==> src/rtl/core/tpl_pkg.sv <==
// ----------------------------------------------------------------------------
// Text pattern locator package
// Shared widths, codes and word types of the text pattern locator.
// ----------------------------------------------------------------------------
package tpl_pkg;

  localparam int PATTERN_MAX_DEF = 16;   // default window depth
  localparam int PAT_BYTES       = 16;   // pattern bytes held in the registers
  localparam int PAT_IDX_W       = 4;    // index into the pattern bytes
  localparam int LINE_W          = 20;
  localparam int COL_W           = 16;
  localparam int FOUND_W         = 16;
  localparam int CFG_DATA_W      = 64;
  localparam int CFG_IDX_W       = 2;
  localparam int PAT_LEN_W       = 5;

  localparam logic [7:0] NEWLINE_BYTE = 8'd10;

  localparam logic [CFG_IDX_W-1:0] CFG_PAT_LOW  = 2'd0;
  localparam logic [CFG_IDX_W-1:0] CFG_PAT_HIGH = 2'd1;
  localparam logic [CFG_IDX_W-1:0] CFG_PAT_LEN  = 2'd2;

  localparam logic RESULT_MATCH   = 1'b0;
  localparam logic RESULT_SUMMARY = 1'b1;

  typedef logic [PAT_BYTES-1:0][7:0] pattern_t;

  typedef struct packed {
    logic [7:0] text_byte;
    logic       end_of_text;
  } in_word_t;

  typedef struct packed {
    logic               result_kind;
    logic [LINE_W-1:0]  line_number;
    logic [COL_W-1:0]   start_column;
    logic [FOUND_W-1:0] match_total;
    logic               any_found;
  } out_word_t;

  // Control that every cell of the window sees in the same cycle.
  typedef struct packed {
    logic       shift;
    logic       clear;
    logic [7:0] data;
  } chain_ctrl_t;

  // Per-cell compare setup derived from the pattern registers.
  typedef struct packed {
    logic       en;
    logic [7:0] exp_byte;
  } cell_cfg_t;

endpackage

==> src/rtl/core/text_pattern_locator_core.sv <==
// ----------------------------------------------------------------------------
// Text pattern locator core
// Finds every occurrence, overlaps included, of a pattern of up to
// PATTERN_MAX bytes in a byte stream, reports its line and start column, and sums up each text.
// ----------------------------------------------------------------------------
// Pipeline: the first stage holds a taken word, the output register its
// result word. One input word per cycle unless the output stalls with the
// first stage full; the chain shifts once per ordinary byte, compares in parallel.
// Reset: asynchronous, active low; clears the window, sets the line counter
// to one, the pattern length to one and the pattern bytes to zero.
// ----------------------------------------------------------------------------
module text_pattern_locator_core #(
  parameter int PATTERN_MAX = tpl_pkg::PATTERN_MAX_DEF
) (
  input  logic                             clk_i,
  input  logic                             rst_ni,
  // Configuration write port.
  input  logic                             cfg_we_i,
  input  logic [tpl_pkg::CFG_IDX_W-1:0]    cfg_idx_i,
  input  logic [tpl_pkg::CFG_DATA_W-1:0]   cfg_data_i,
  // Text input channel.
  input  logic                             in_valid_i,
  output logic                             in_ready_o,
  input  tpl_pkg::in_word_t                in_data_i,
  // Result output channel.
  output logic                             out_valid_o,
  input  logic                             out_ready_i,
  output tpl_pkg::out_word_t               out_data_o
);

  localparam int LenW = $clog2(PATTERN_MAX + 1);
  localparam int CmpW = (LenW > tpl_pkg::PAT_LEN_W) ? LenW : tpl_pkg::PAT_LEN_W;
  localparam int LW   = tpl_pkg::LINE_W;
  localparam int CW   = tpl_pkg::COL_W;
  localparam int FW   = tpl_pkg::FOUND_W;

  // Configuration registers.
  logic [tpl_pkg::CFG_DATA_W-1:0] pat_low_q, pat_high_q;
  logic [tpl_pkg::PAT_LEN_W-1:0]  pat_len_q;

  always_ff @(posedge clk_i or negedge rst_ni) begin
    if (!rst_ni) begin
      pat_low_q  <= '0;
      pat_high_q <= '0;
      pat_len_q  <= tpl_pkg::PAT_LEN_W'(1);
    end else if (cfg_we_i) begin
      case (cfg_idx_i)
        tpl_pkg::CFG_PAT_LOW:  pat_low_q  <= cfg_data_i;
        tpl_pkg::CFG_PAT_HIGH: pat_high_q <= cfg_data_i;
        tpl_pkg::CFG_PAT_LEN:  pat_len_q  <= cfg_data_i[tpl_pkg::PAT_LEN_W-1:0];
        default: ;
      endcase
    end
  end

  // The effective length is the programmed one clamped to 1..PATTERN_MAX.
  logic [CmpW-1:0] len_ext;
  logic [LenW-1:0] eff_len;

  always_comb begin
    len_ext = CmpW'(pat_len_q);
    if (len_ext == '0) begin
      eff_len = LenW'(1);
    end else if (len_ext > CmpW'(PATTERN_MAX)) begin
      eff_len = LenW'(PATTERN_MAX);
    end else begin
      eff_len = len_ext[LenW-1:0];
    end
  end

  // Handshake. The first stage holds the word whose window is now in the
  // chain; it moves on whenever the output register is free or being drained.
  logic in_acc, advance, s1_fire;
  logic is_eot, is_newline;

  logic          s1_valid_q, s1_valid_d;
  logic          s1_kind_q;
  logic [LW-1:0] s1_line_q;
  logic [CW-1:0] s1_col_q;

  logic          out_valid_q, out_valid_d;
  tpl_pkg::out_word_t out_q, out_d;

  assign advance    = !out_valid_q || out_ready_i;
  assign s1_fire    = s1_valid_q && advance;
  assign in_ready_o = !s1_valid_q || advance;
  assign in_acc     = in_valid_i && in_ready_o;
  assign is_eot     = in_data_i.end_of_text;
  assign is_newline = !is_eot && (in_data_i.text_byte == tpl_pkg::NEWLINE_BYTE);

  // Line and column counters, updated as each word is taken.
  logic [LW-1:0] line_q, line_d;
  logic [CW-1:0] col_q, col_d;

  always_comb begin
    line_d = line_q;
    col_d  = col_q;
    if (in_acc) begin
      if (is_eot) begin
        line_d = LW'(1);
        col_d  = '0;
      end else if (is_newline) begin
        if (line_q != '1) begin
          line_d = line_q + LW'(1);
        end
        col_d = '0;
      end else if (col_q != '1) begin
        col_d = col_q + CW'(1);
      end
    end
  end

  always_ff @(posedge clk_i or negedge rst_ni) begin
    if (!rst_ni) begin
      line_q <= LW'(1);
      col_q  <= '0;
    end else begin
      line_q <= line_d;
      col_q  <= col_d;
    end
  end

  // The window: ordinary bytes shift in, newline and end of text empty it.
  tpl_pkg::chain_ctrl_t chain_ctrl;
  logic                 hit;

  assign chain_ctrl.shift = in_acc && !is_eot && !is_newline;
  assign chain_ctrl.clear = in_acc && (is_eot || is_newline);
  assign chain_ctrl.data  = in_data_i.text_byte;

  tpl_chain #(
    .PATTERN_MAX (PATTERN_MAX),
    .LenW        (LenW)
  ) u_chain (
    .clk_i     (clk_i),
    .rst_ni    (rst_ni),
    .ctrl_i    (chain_ctrl),
    .pattern_i ({pat_high_q, pat_low_q}),
    .eff_len_i (eff_len),
    .hit_o     (hit)
  );

  // A newline never yields a result, so it does not enter the first stage.
  always_comb begin
    if (in_acc && !is_newline) begin
      s1_valid_d = 1'b1;
    end else if (advance) begin
      s1_valid_d = 1'b0;
    end else begin
      s1_valid_d = s1_valid_q;
    end
  end

  always_ff @(posedge clk_i or negedge rst_ni) begin
    if (!rst_ni) begin
      s1_valid_q <= 1'b0;
    end else begin
      s1_valid_q <= s1_valid_d;
    end
  end

  always_ff @(posedge clk_i) begin
    if (in_acc && !is_newline) begin
      s1_kind_q <= is_eot ? tpl_pkg::RESULT_SUMMARY : tpl_pkg::RESULT_MATCH;
      s1_line_q <= line_q;
      s1_col_q  <= col_q;
    end
  end

  // Second stage: the match decision, the match counter and the result word.
  // The start column backs up by length - 1 from the column of the newest
  // byte, floors at zero and stays pinned once the column has saturated.
  logic [FW-1:0] found_q, found_d, found_inc;
  logic [CW-1:0] back, start_col;

  assign found_inc = (found_q != '1) ? found_q + FW'(1) : found_q;
  assign back      = CW'(eff_len - LenW'(1));

  always_comb begin
    if (s1_col_q == '1) begin
      start_col = '1;
    end else if (s1_col_q >= back) begin
      start_col = s1_col_q - back;
    end else begin
      start_col = '0;
    end
  end

  always_comb begin
    found_d     = found_q;
    out_d       = out_q;
    out_valid_d = out_valid_q && !out_ready_i;
    if (s1_fire) begin
      if (s1_kind_q == tpl_pkg::RESULT_SUMMARY) begin
        out_d.result_kind  = tpl_pkg::RESULT_SUMMARY;
        out_d.line_number  = s1_line_q;
        out_d.start_column = '0;
        out_d.match_total  = found_q;
        out_d.any_found    = (found_q != '0);
        out_valid_d        = 1'b1;
        found_d            = '0;
      end else if (hit) begin
        out_d.result_kind  = tpl_pkg::RESULT_MATCH;
        out_d.line_number  = s1_line_q;
        out_d.start_column = start_col;
        out_d.match_total  = found_inc;
        out_d.any_found    = 1'b1;
        out_valid_d        = 1'b1;
        found_d            = found_inc;
      end
    end
  end

  always_ff @(posedge clk_i or negedge rst_ni) begin
    if (!rst_ni) begin
      found_q     <= '0;
      out_valid_q <= 1'b0;
    end else begin
      found_q     <= found_d;
      out_valid_q <= out_valid_d;
    end
  end

  always_ff @(posedge clk_i) begin
    out_q <= out_d;
  end

  assign out_valid_o = out_valid_q;
  assign out_data_o  = out_q;

endmodule

==> src/rtl/core/tpl_cell.sv <==
// ----------------------------------------------------------------------------
// Window cell
// Holds one text byte of the current line, passes it on at each shift and
// compares it with the pattern byte aligned to its position.
// ----------------------------------------------------------------------------
module tpl_cell (
  input  logic                clk_i,
  input  logic                rst_ni,
  input  tpl_pkg::chain_ctrl_t ctrl_i,
  input  tpl_pkg::cell_cfg_t  cfg_i,
  input  logic [7:0]          prev_byte_i,
  input  logic                prev_valid_i,
  output logic [7:0]          byte_o,
  output logic                valid_o,
  output logic                ok_o
);

  logic [7:0] byte_q;
  logic       valid_q;

  always_ff @(posedge clk_i or negedge rst_ni) begin
    if (!rst_ni) begin
      valid_q <= 1'b0;
    end else if (ctrl_i.clear) begin
      valid_q <= 1'b0;
    end else if (ctrl_i.shift) begin
      valid_q <= prev_valid_i;
    end
  end

  always_ff @(posedge clk_i) begin
    if (ctrl_i.shift) begin
      byte_q <= prev_byte_i;
    end
  end

  assign byte_o  = byte_q;
  assign valid_o = valid_q;
  // A cell beyond the pattern length always agrees.
  assign ok_o    = !cfg_i.en || (valid_q && (byte_q == cfg_i.exp_byte));

endmodule

==> src/rtl/core/tpl_chain.sv <==
// ----------------------------------------------------------------------------
// Window chain
// Row of cells holding the newest bytes of the line, newest in cell 0, and
// the AND of their compares, which flags a match ending at the newest byte.
// ----------------------------------------------------------------------------
module tpl_chain #(
  parameter int PATTERN_MAX = tpl_pkg::PATTERN_MAX_DEF,
  parameter int LenW        = $clog2(PATTERN_MAX + 1)
) (
  input  logic                 clk_i,
  input  logic                 rst_ni,
  input  tpl_pkg::chain_ctrl_t ctrl_i,
  input  tpl_pkg::pattern_t    pattern_i,
  input  logic [LenW-1:0]      eff_len_i,
  output logic                 hit_o
);

  localparam int CmpW = (LenW > tpl_pkg::PAT_LEN_W) ? LenW : tpl_pkg::PAT_LEN_W;

  logic [7:0]             cell_byte  [PATTERN_MAX];
  logic [PATTERN_MAX-1:0] cell_valid;
  logic [PATTERN_MAX-1:0] cell_ok;

  for (genvar k = 0; k < PATTERN_MAX; k++) begin : g_cell
    tpl_pkg::cell_cfg_t cfg;
    logic [LenW-1:0]    idx;
    logic [CmpW-1:0]    idx_ext;
    logic [7:0]         prev_byte;
    logic               prev_valid;

    // Cell k lines up with pattern byte (length - 1 - k).
    always_comb begin
      idx          = eff_len_i - LenW'(1) - LenW'(k);
      idx_ext      = CmpW'(idx);
      cfg.en       = eff_len_i > LenW'(k);
      cfg.exp_byte = (idx_ext < CmpW'(tpl_pkg::PAT_BYTES)) ?
                     pattern_i[idx_ext[tpl_pkg::PAT_IDX_W-1:0]] : 8'h00;
    end

    if (k == 0) begin : g_head
      assign prev_byte  = ctrl_i.data;
      assign prev_valid = 1'b1;
    end else begin : g_body
      assign prev_byte  = cell_byte[k-1];
      assign prev_valid = cell_valid[k-1];
    end

    tpl_cell u_cell (
      .clk_i        (clk_i),
      .rst_ni       (rst_ni),
      .ctrl_i       (ctrl_i),
      .cfg_i        (cfg),
      .prev_byte_i  (prev_byte),
      .prev_valid_i (prev_valid),
      .byte_o       (cell_byte[k]),
      .valid_o      (cell_valid[k]),
      .ok_o         (cell_ok[k])
    );
  end

  assign hit_o = &cell_ok;

endmodule

==> config.mk <==
export PLATFORM = sky130hd
export DESIGN_NAME = text_pattern_locator_core
export DESIGN_NICKNAME = d
export VERILOG_FILES = /design/src/rtl/core/tpl_pkg.sv /design/src/rtl/core/text_pattern_locator_core.sv /design/src/rtl/core/tpl_cell.sv /design/src/rtl/core/tpl_chain.sv
export SDC_FILE = /design/constraint.sdc
export NUM_CORES = 1
export LEC_CHECK = 0
export BUFFER_PORTS_ARGS = -buffer_cell sky130_fd_sc_hd__buf_2
export CAP_MARGIN = 20
export CELL_PAD_IN_SITES_DETAIL_PLACEMENT = 1
export CELL_PAD_IN_SITES_GLOBAL_PLACEMENT = 1
export CORE_MARGIN = 1
export CORE_UTILIZATION = 30
export DETAILED_ROUTE_END_ITERATION = 12
export MAX_ROUTING_LAYER = met4
export PLACE_DENSITY = 0.54
export SYNTH_ARGS = -nofsm -noshare
export SYNTH_HDL_FRONTEND = slang
export SYNTH_SLANG_ARGS = --single-unit
==> constraint.sdc <==
create_clock -name clk_i -period 23.3 [get_ports clk_i]
set_input_delay 4.66 -clock clk_i [delete_from_list [all_inputs] [get_ports clk_i]]
set_output_delay 4.66 -clock clk_i [all_outputs]
set_load 0.005 [all_outputs]
# Yosys cells after proc, flatten, opt, wreduce, memory -nomap -nowiden
# Index checks and enable logic that the tools add are counted.
[word_totals]
ff_bits = 422
in_bits = 80
out_inout_bits = 56
word_cells = 323
[classes]
add_sub_neg = 21
n_lt_le_gt_ge = 50
n_eq_ne = 23
mux = 101
reduce_logical = 80
[op_table]
columns = ["op", "n"]
rows = [
  ["binary-select mux 8 bit (select 4 bit)", 16],
  ["2-to-1 mux 8 bit", 32],
  ["== test 8 bit", 16],
  ["2-to-1 mux 16 bit", 8],
  ["< comparator 4 x 5 -> 1 bit (second input constant)", 16],
  ["< comparator 5 bit (second input constant)", 16],
  ["2-to-1 mux 20 bit", 3],
  ["2-to-1 mux 54 bit", 1],
  ["2-to-1 mux 53 bit", 1],
  ["> comparator 5 x 4 -> 1 bit (second input constant)", 8],
  ["subtractor 5 x 4 -> 5 bit (second input constant)", 8],
  ["2-to-1 mux 1 bit", 38],
  ["adder 16 x 1 -> 16 bit (second input constant)", 2],
  ["inequality test 16 bit (second input constant)", 2],
  ["logical AND 1 bit", 24],
  ["zero test 1 bit", 21],
  ["adder 20 x 1 -> 20 bit (second input constant)", 1],
  ["> comparator 5 x 3 -> 1 bit (second input constant)", 4],
  ["inequality test 20 bit (second input constant)", 1],
  ["subtractor 5 x 3 -> 5 bit (second input constant)", 4],
  ["logical OR 1 bit", 19],
  ["== test 16 bit (second input constant)", 1],
  ["greater-or-equal comparator 16 bit", 1],
  ["AND reduction 16 bit", 1],
  ["other kinds (18)", 31],
]

# Longest topological paths before layout
[logic_depth]
depth_word = 15
depth_mapped = 29
depth_no_buf = 19

# Hierarchy
# From an unflattened synthesis, not the netlist that was laid out.
[unflattened]
cells_unflattened = 2176
area_unflattened_um2 = 25509.5
[by_module_without_submodules]
columns = ["mod", "n_inst", "cells_each", "area_per_inst_um2", "seq_area_each_um2"]
rows = [
  ["text_pattern_locator_core", 1, 930, 12007.8, 7414.6],
  ["tpl_chain", 1, 878, 7475.9, 0.0],
  ["tpl_cell", 16, 23, 376.6, 265.3],
]

# Least setup slack after synthesis
# No wires, ideal clock.
[synth_path]
kind = "input-to-reg"
start = "input out_ready_i"
end = "register u_chain.g_cell[0].u_cell.byte_q[0] (enable)"
setup_ps = 619
arrival_ps = 10737
t_required_ps = 22681
setup_slack_ps = 11944
cell_stages = 5
n_path_buf = 1
cell_sequence = "nand2b_1 or2_0 nand2_1 clkbuf_1 nor2_1"
[synth_lines]
columns = ["item", "line_no", "text"]
rows = [
  ["start, declared", "text_pattern_locator_core.sv:27", "input logic out_ready_i,"],
  ["end signal, assigned", "tpl_cell.sv:33", "byte_q <= prev_byte_i;"],
  ["end, declared", "tpl_cell.sv:18", "logic [7:0] byte_q;"],
]

# Worst setup path in the final report
[layout_path]
start = "input out_ready_i"
end = "output in_ready_o"
[layout_between]
elab_chain_len = 2
[layout_lines]
columns = ["item", "line_no", "text"]
rows = [
  ["logical OR 1 bit", "text_pattern_locator_core.sv:84", "assign advance = !out_valid_q || out_ready_i;"],
  ["logical OR 1 bit", "text_pattern_locator_core.sv:86", "assign in_ready_o = !s1_valid_q || advance;"],
  ["end, declared", "text_pattern_locator_core.sv:23", "output logic in_ready_o,"],
]
# No other way between the ends.

==> impl_metrics.csv <==
group,metric,value,unit
global_routing,grt.overflow.total,0,
floorplanning,starting_density_of_the_core,30.3,%
timing,timing.final.setup_violations,0,
timing,timing.clock.skew,0.0283,ns
yosys,synth_enable_flop_cells,219,
outcome,status,"finished clean",
power_and_ir_drop,net-switching-power,1680,uW
drt,drt_first_pass_iters,6,
timing,worst_slew_pin_slew,1.14,ns
drt,postRouteWirelength,96.7,mm
global_routing,grt_max_degree,99,
timing,report.final.hold_viol_count,0,
yosys,synth_seq_area_share,43.5,%
yosys,synth_top_area_cell,"sky130_fd_sc_hd__edfxtp_1",
placed_design,gp_routability_congestion,0.979,
run,max_cap_viol_count,0,
cells_and_area,layout-drive-gt1-share,27.0,%
power_and_ir_drop,leakage,0.0112,uW
timing,report.final.slew_viol_count,0,
timing,finalSetupTns,0,ns
yosys,netlist_top_cells_area,"sky130_fd_sc_hd__edfxtp_1 25%, sky130_fd_sc_hd__dfrtp_1 19%, sky130_fd_sc_hd__mux4_2 16%",
power_and_ir_drop,totalPowerFinal,3780,uW
yosys,yosys_register_bits,422,
cells_and_area,utilization_after_layout,34.3,%
clocking,clock_tree.htree_level_count,2,
power_and_ir_drop,power.switching_fraction,44.5,%
setup_path,crit_fanout,5,
clocking,clock_tree_from_tritoncts,"done",
timing,maxSlewHeadroom,23.9,%
timing,fmax,98.7,MHz
global_routing,grt_pass1_wl,142,mm
setup_path,end_kind,"primary output",
drt,drtIter0Drc,1849,
floorplanning,fp.dieW,301,um
clocking,cts_setup_buffers,0,
yosys,synth.lib_cells_used.distinct,102,
yosys,synthesis.instances,2160,
power_and_ir_drop,vdd.ir_drop.worst,0.0618,mV
placed_design,placed_cells_incl_taps,3376,
timing,min_period,10.13,ns
clocking,ctsRootBufferMaster,"sky130_fd_sc_hd__clkbuf_16",
clocking,clock_sinks,422,
global_routing,grt_usage,22.0,%
power_and_ir_drop,power_frac_comb,54.1,%
setup_path,type_of_the_worst_setup_path,"in2out",
drt,num_vias,20300,
setup_path,critPathArrivalTime,5.47,ns
placed_design,portBuffers,135,
cells_and_area,final_cell_count_no_fill,3475,
drt,vias_per_cell,5.83,
cells_and_area,most-common-layout-cells,"219 x sky130_fd_sc_hd__edfxtp_1, 201 x sky130_fd_sc_hd__dfrtp_1, 192 x sky130_fd_sc_hd__mux4_2",
cells_and_area,area.sequential,0.0117,mm^2
clocking,worst_setup_hold_path_clk_slew,0.06,ns
power_and_ir_drop,power.internal,2100,uW
yosys,synth_top_cell_area_share,24.5,%
yosys,synth.net_count,2277,
cells_and_area,layout.cells.most_common,"sky130_fd_sc_hd__edfxtp_1",
floorplanning,rows,109,
setup_path,startpoint_type,"input port",
clocking,cts_buffer_count,50,
global_routing,grt_antenna_before_repair,1,
drt,antenna_violating_nets_post_route,0,
floorplanning,die_area,0.0905,mm^2
cells_and_area,multiInputGateArea,0.0144,mm^2
timing,post-route-period-util,43.5,%
timing,setup_repair_after_global_routing_missed_its_margin,"no",
drt,avgRoutedWirePerCell,27.8,um
drt,drc_errors,0,
floorplanning,coreArea,0.0884,mm^2
floorplanning,fp.dieH,301,um
power_and_ir_drop,clkPwrFrac,20.5,%
yosys,synthArstFlopShare,48.1,%
setup_path,required_time_at_the_endpoint_of_the_critical_path,18.64,ns
clocking,clock_tree.buffer_depth,3,
clocking,holdBufCountCts,0,
power_and_ir_drop,powerDensity,125,mW/mm^2
power_and_ir_drop,power.share.sequential,25.5,%
cells_and_area,fillCellCount,9566,
clocking,clkLatencyLatePin,0.61,ns
min_path,timing.hold.worst.class,"reg2reg",
yosys,yosys_warnings,0,
yosys,synth_top_flop_cell,"sky130_fd_sc_hd__edfxtp_1",
clocking,postCtsResizedCells,0,
yosys,post_synth_instance_area,0.0268,mm^2
yosys,synthesis.area_per_instance,12.4,um^2
placed_design,dp_hpwl,74.1,mm
cells_and_area,final_net_count,2385,
global_routing,vias_in_the_first_global_route,20500,
floorplanning,io-pin-count,136,
cells_and_area,syn2layout_area_growth,13.2,%
timing,holdWs,0.418,ns
## critical path, cell delays in order
cell and delay, ns:
sky130_fd_sc_hd__buf_2 0.09, sky130_fd_sc_hd__nand2b_1 0.17, sky130_fd_sc_hd__or2_0 0.35, sky130_fd_sc_hd__buf_2 0.19
## power by group through the flow
stage / registers (uW) / clock network [uW] / logic (uW)
6_report: 963 / 774 / 2040
5_1_grt: 975 / 823 / 2140
4_1_cts: 962 / 801 / 2010
3_5_place_dp: 976 / 0 / 2000
3_3_place_gp: 967 / 0 / 1950
2_1_floorplan: 931 / 0 / 1320
## final timing paths
| check | from | end | slack (ns) | depth (start not counted) |
|---|---|---|---|---|
| max in group asynchronous | rst_ni | found_q[3] | 17.08 | 3 |
| min in group asynchronous | rst_ni | pat_low_q[31] | 4.12 | 1 |
| setup reg to reg | len_ext[4] | out_data_o[46] | 14.90 | 19 |
| hold / removal | s1_line_q[10] | out_data_o[43] | 0.42 | 0 |
| hold reg to reg | s1_line_q[10] | out_data_o[43] | 0.42 | 0 |
| setup / recovery | out_ready_i | in_ready_o | 13.17 | 4 |
## Yosys cell counts, types with 9 or more instances
| cell type | n |
|---|---|
| sky130_fd_sc_hd__a22oi_1 | 45 |
| sky130_fd_sc_hd__buf_1 | 20 |
| sky130_fd_sc_hd__nand2_1 | 158 |
| sky130_fd_sc_hd__a21o_1 | 12 |
| sky130_fd_sc_hd__a22o_1 | 18 |
| sky130_fd_sc_hd__buf_2 | 10 |
| sky130_fd_sc_hd__a21oi_1 | 68 |
| sky130_fd_sc_hd__mux4_2 | 192 |
| sky130_fd_sc_hd__nand2b_1 | 25 |
| sky130_fd_sc_hd__ha_1 | 36 |
| sky130_fd_sc_hd__o21ai_0 | 98 |
| sky130_fd_sc_hd__mux2_2 | 136 |
| sky130_fd_sc_hd__a211oi_1 | 10 |
| sky130_fd_sc_hd__mux4_1 | 15 |
| sky130_fd_sc_hd__dfrtp_1 | 201 |
| sky130_fd_sc_hd__nand4_1 | 42 |
| sky130_fd_sc_hd__nor4_1 | 9 |
| sky130_fd_sc_hd__a211o_1 | 12 |
| sky130_fd_sc_hd__buf_6 | 14 |
| sky130_fd_sc_hd__edfxtp_1 | 219 |
| sky130_fd_sc_hd__o32ai_1 | 14 |
| sky130_fd_sc_hd__nor3_1 | 22 |
| sky130_fd_sc_hd__nand3_1 | 69 |
| sky130_fd_sc_hd__nand3b_1 | 27 |
| sky130_fd_sc_hd__o22ai_1 | 23 |
| sky130_fd_sc_hd__inv_1 | 42 |
| sky130_fd_sc_hd__xnor2_1 | 58 |
| sky130_fd_sc_hd__mux2i_1 | 50 |
| sky130_fd_sc_hd__and3_1 | 18 |
| sky130_fd_sc_hd__a31oi_1 | 27 |
| sky130_fd_sc_hd__xor2_1 | 65 |
| sky130_fd_sc_hd__clkbuf_1 | 65 |
| sky130_fd_sc_hd__and2_1 | 10 |
| sky130_fd_sc_hd__nor2_1 | 141 |
| sky130_fd_sc_hd__or3_1 | 15 |
| sky130_fd_sc_hd__nor4bb_1 | 15 |
## per-stage QoR
stage	worst slack (ns)	area, um^2
after floorplan	11.94	26800
after global placement	13.16	28600
after detailed placement	13.17	28600
after CTS	13.15	30300
after global routing	13.10	30300
final	13.17	30300
## cell families (layout without fill, tap and decap cells)
| group | Yosys count | after routing | synth area share [%] |
|---|---|---|---|
| multiplexers | 396 | 396 | 25.4 |
| AND/OR/NAND/NOR | 601 | 601 | 11.6 |
| adder cells (fa/ha/maj) | 39 | 39 | 1.83 |
| buffers and inverters | 164 | 313 | 2.99 |
| flip-flops | 422 | 422 | 43.5 |
| XOR/XNOR | 124 | 124 | 4.08 |
| other | 0 | 1 | 0 |
| AO/OA/AOI/OAI | 414 | 414 | 10.5 |
## area by class of cell
type	instances	share of cell area (%)
multi-input cells	1574	47.5
flip-flops and latches	422	38.4
inverters	46	0.586
well taps	1165	4.80
clock buffers	60	4.35
diodes	1	0.00825
repair buffers	174	3.34
clock inverters	33	0.998
## registers in the layout (all words and copies together), names as in the netlist
signal and cells:
pat_low_q 64, u_chain.g_cell.u_cell.byte_o 128, len_ext 5, u_chain.g_cell.u_cell.valid_o 16
out_valid_o 1, out_data_o 54, found_q 16, line_q 20
s1_col_q 16, s1_kind_q 1, pat_high_q 64, s1_line_q 20
s1_valid_q 1, col_q 16
## per-layer routing
metal	share of wire (%)	global-route usage (%)
met2	47	34.1
met4	3.0	6.47
met5	0	-
met1	44	29.1
met3	6.3	4.37
(Power assumes the default switching activity.)
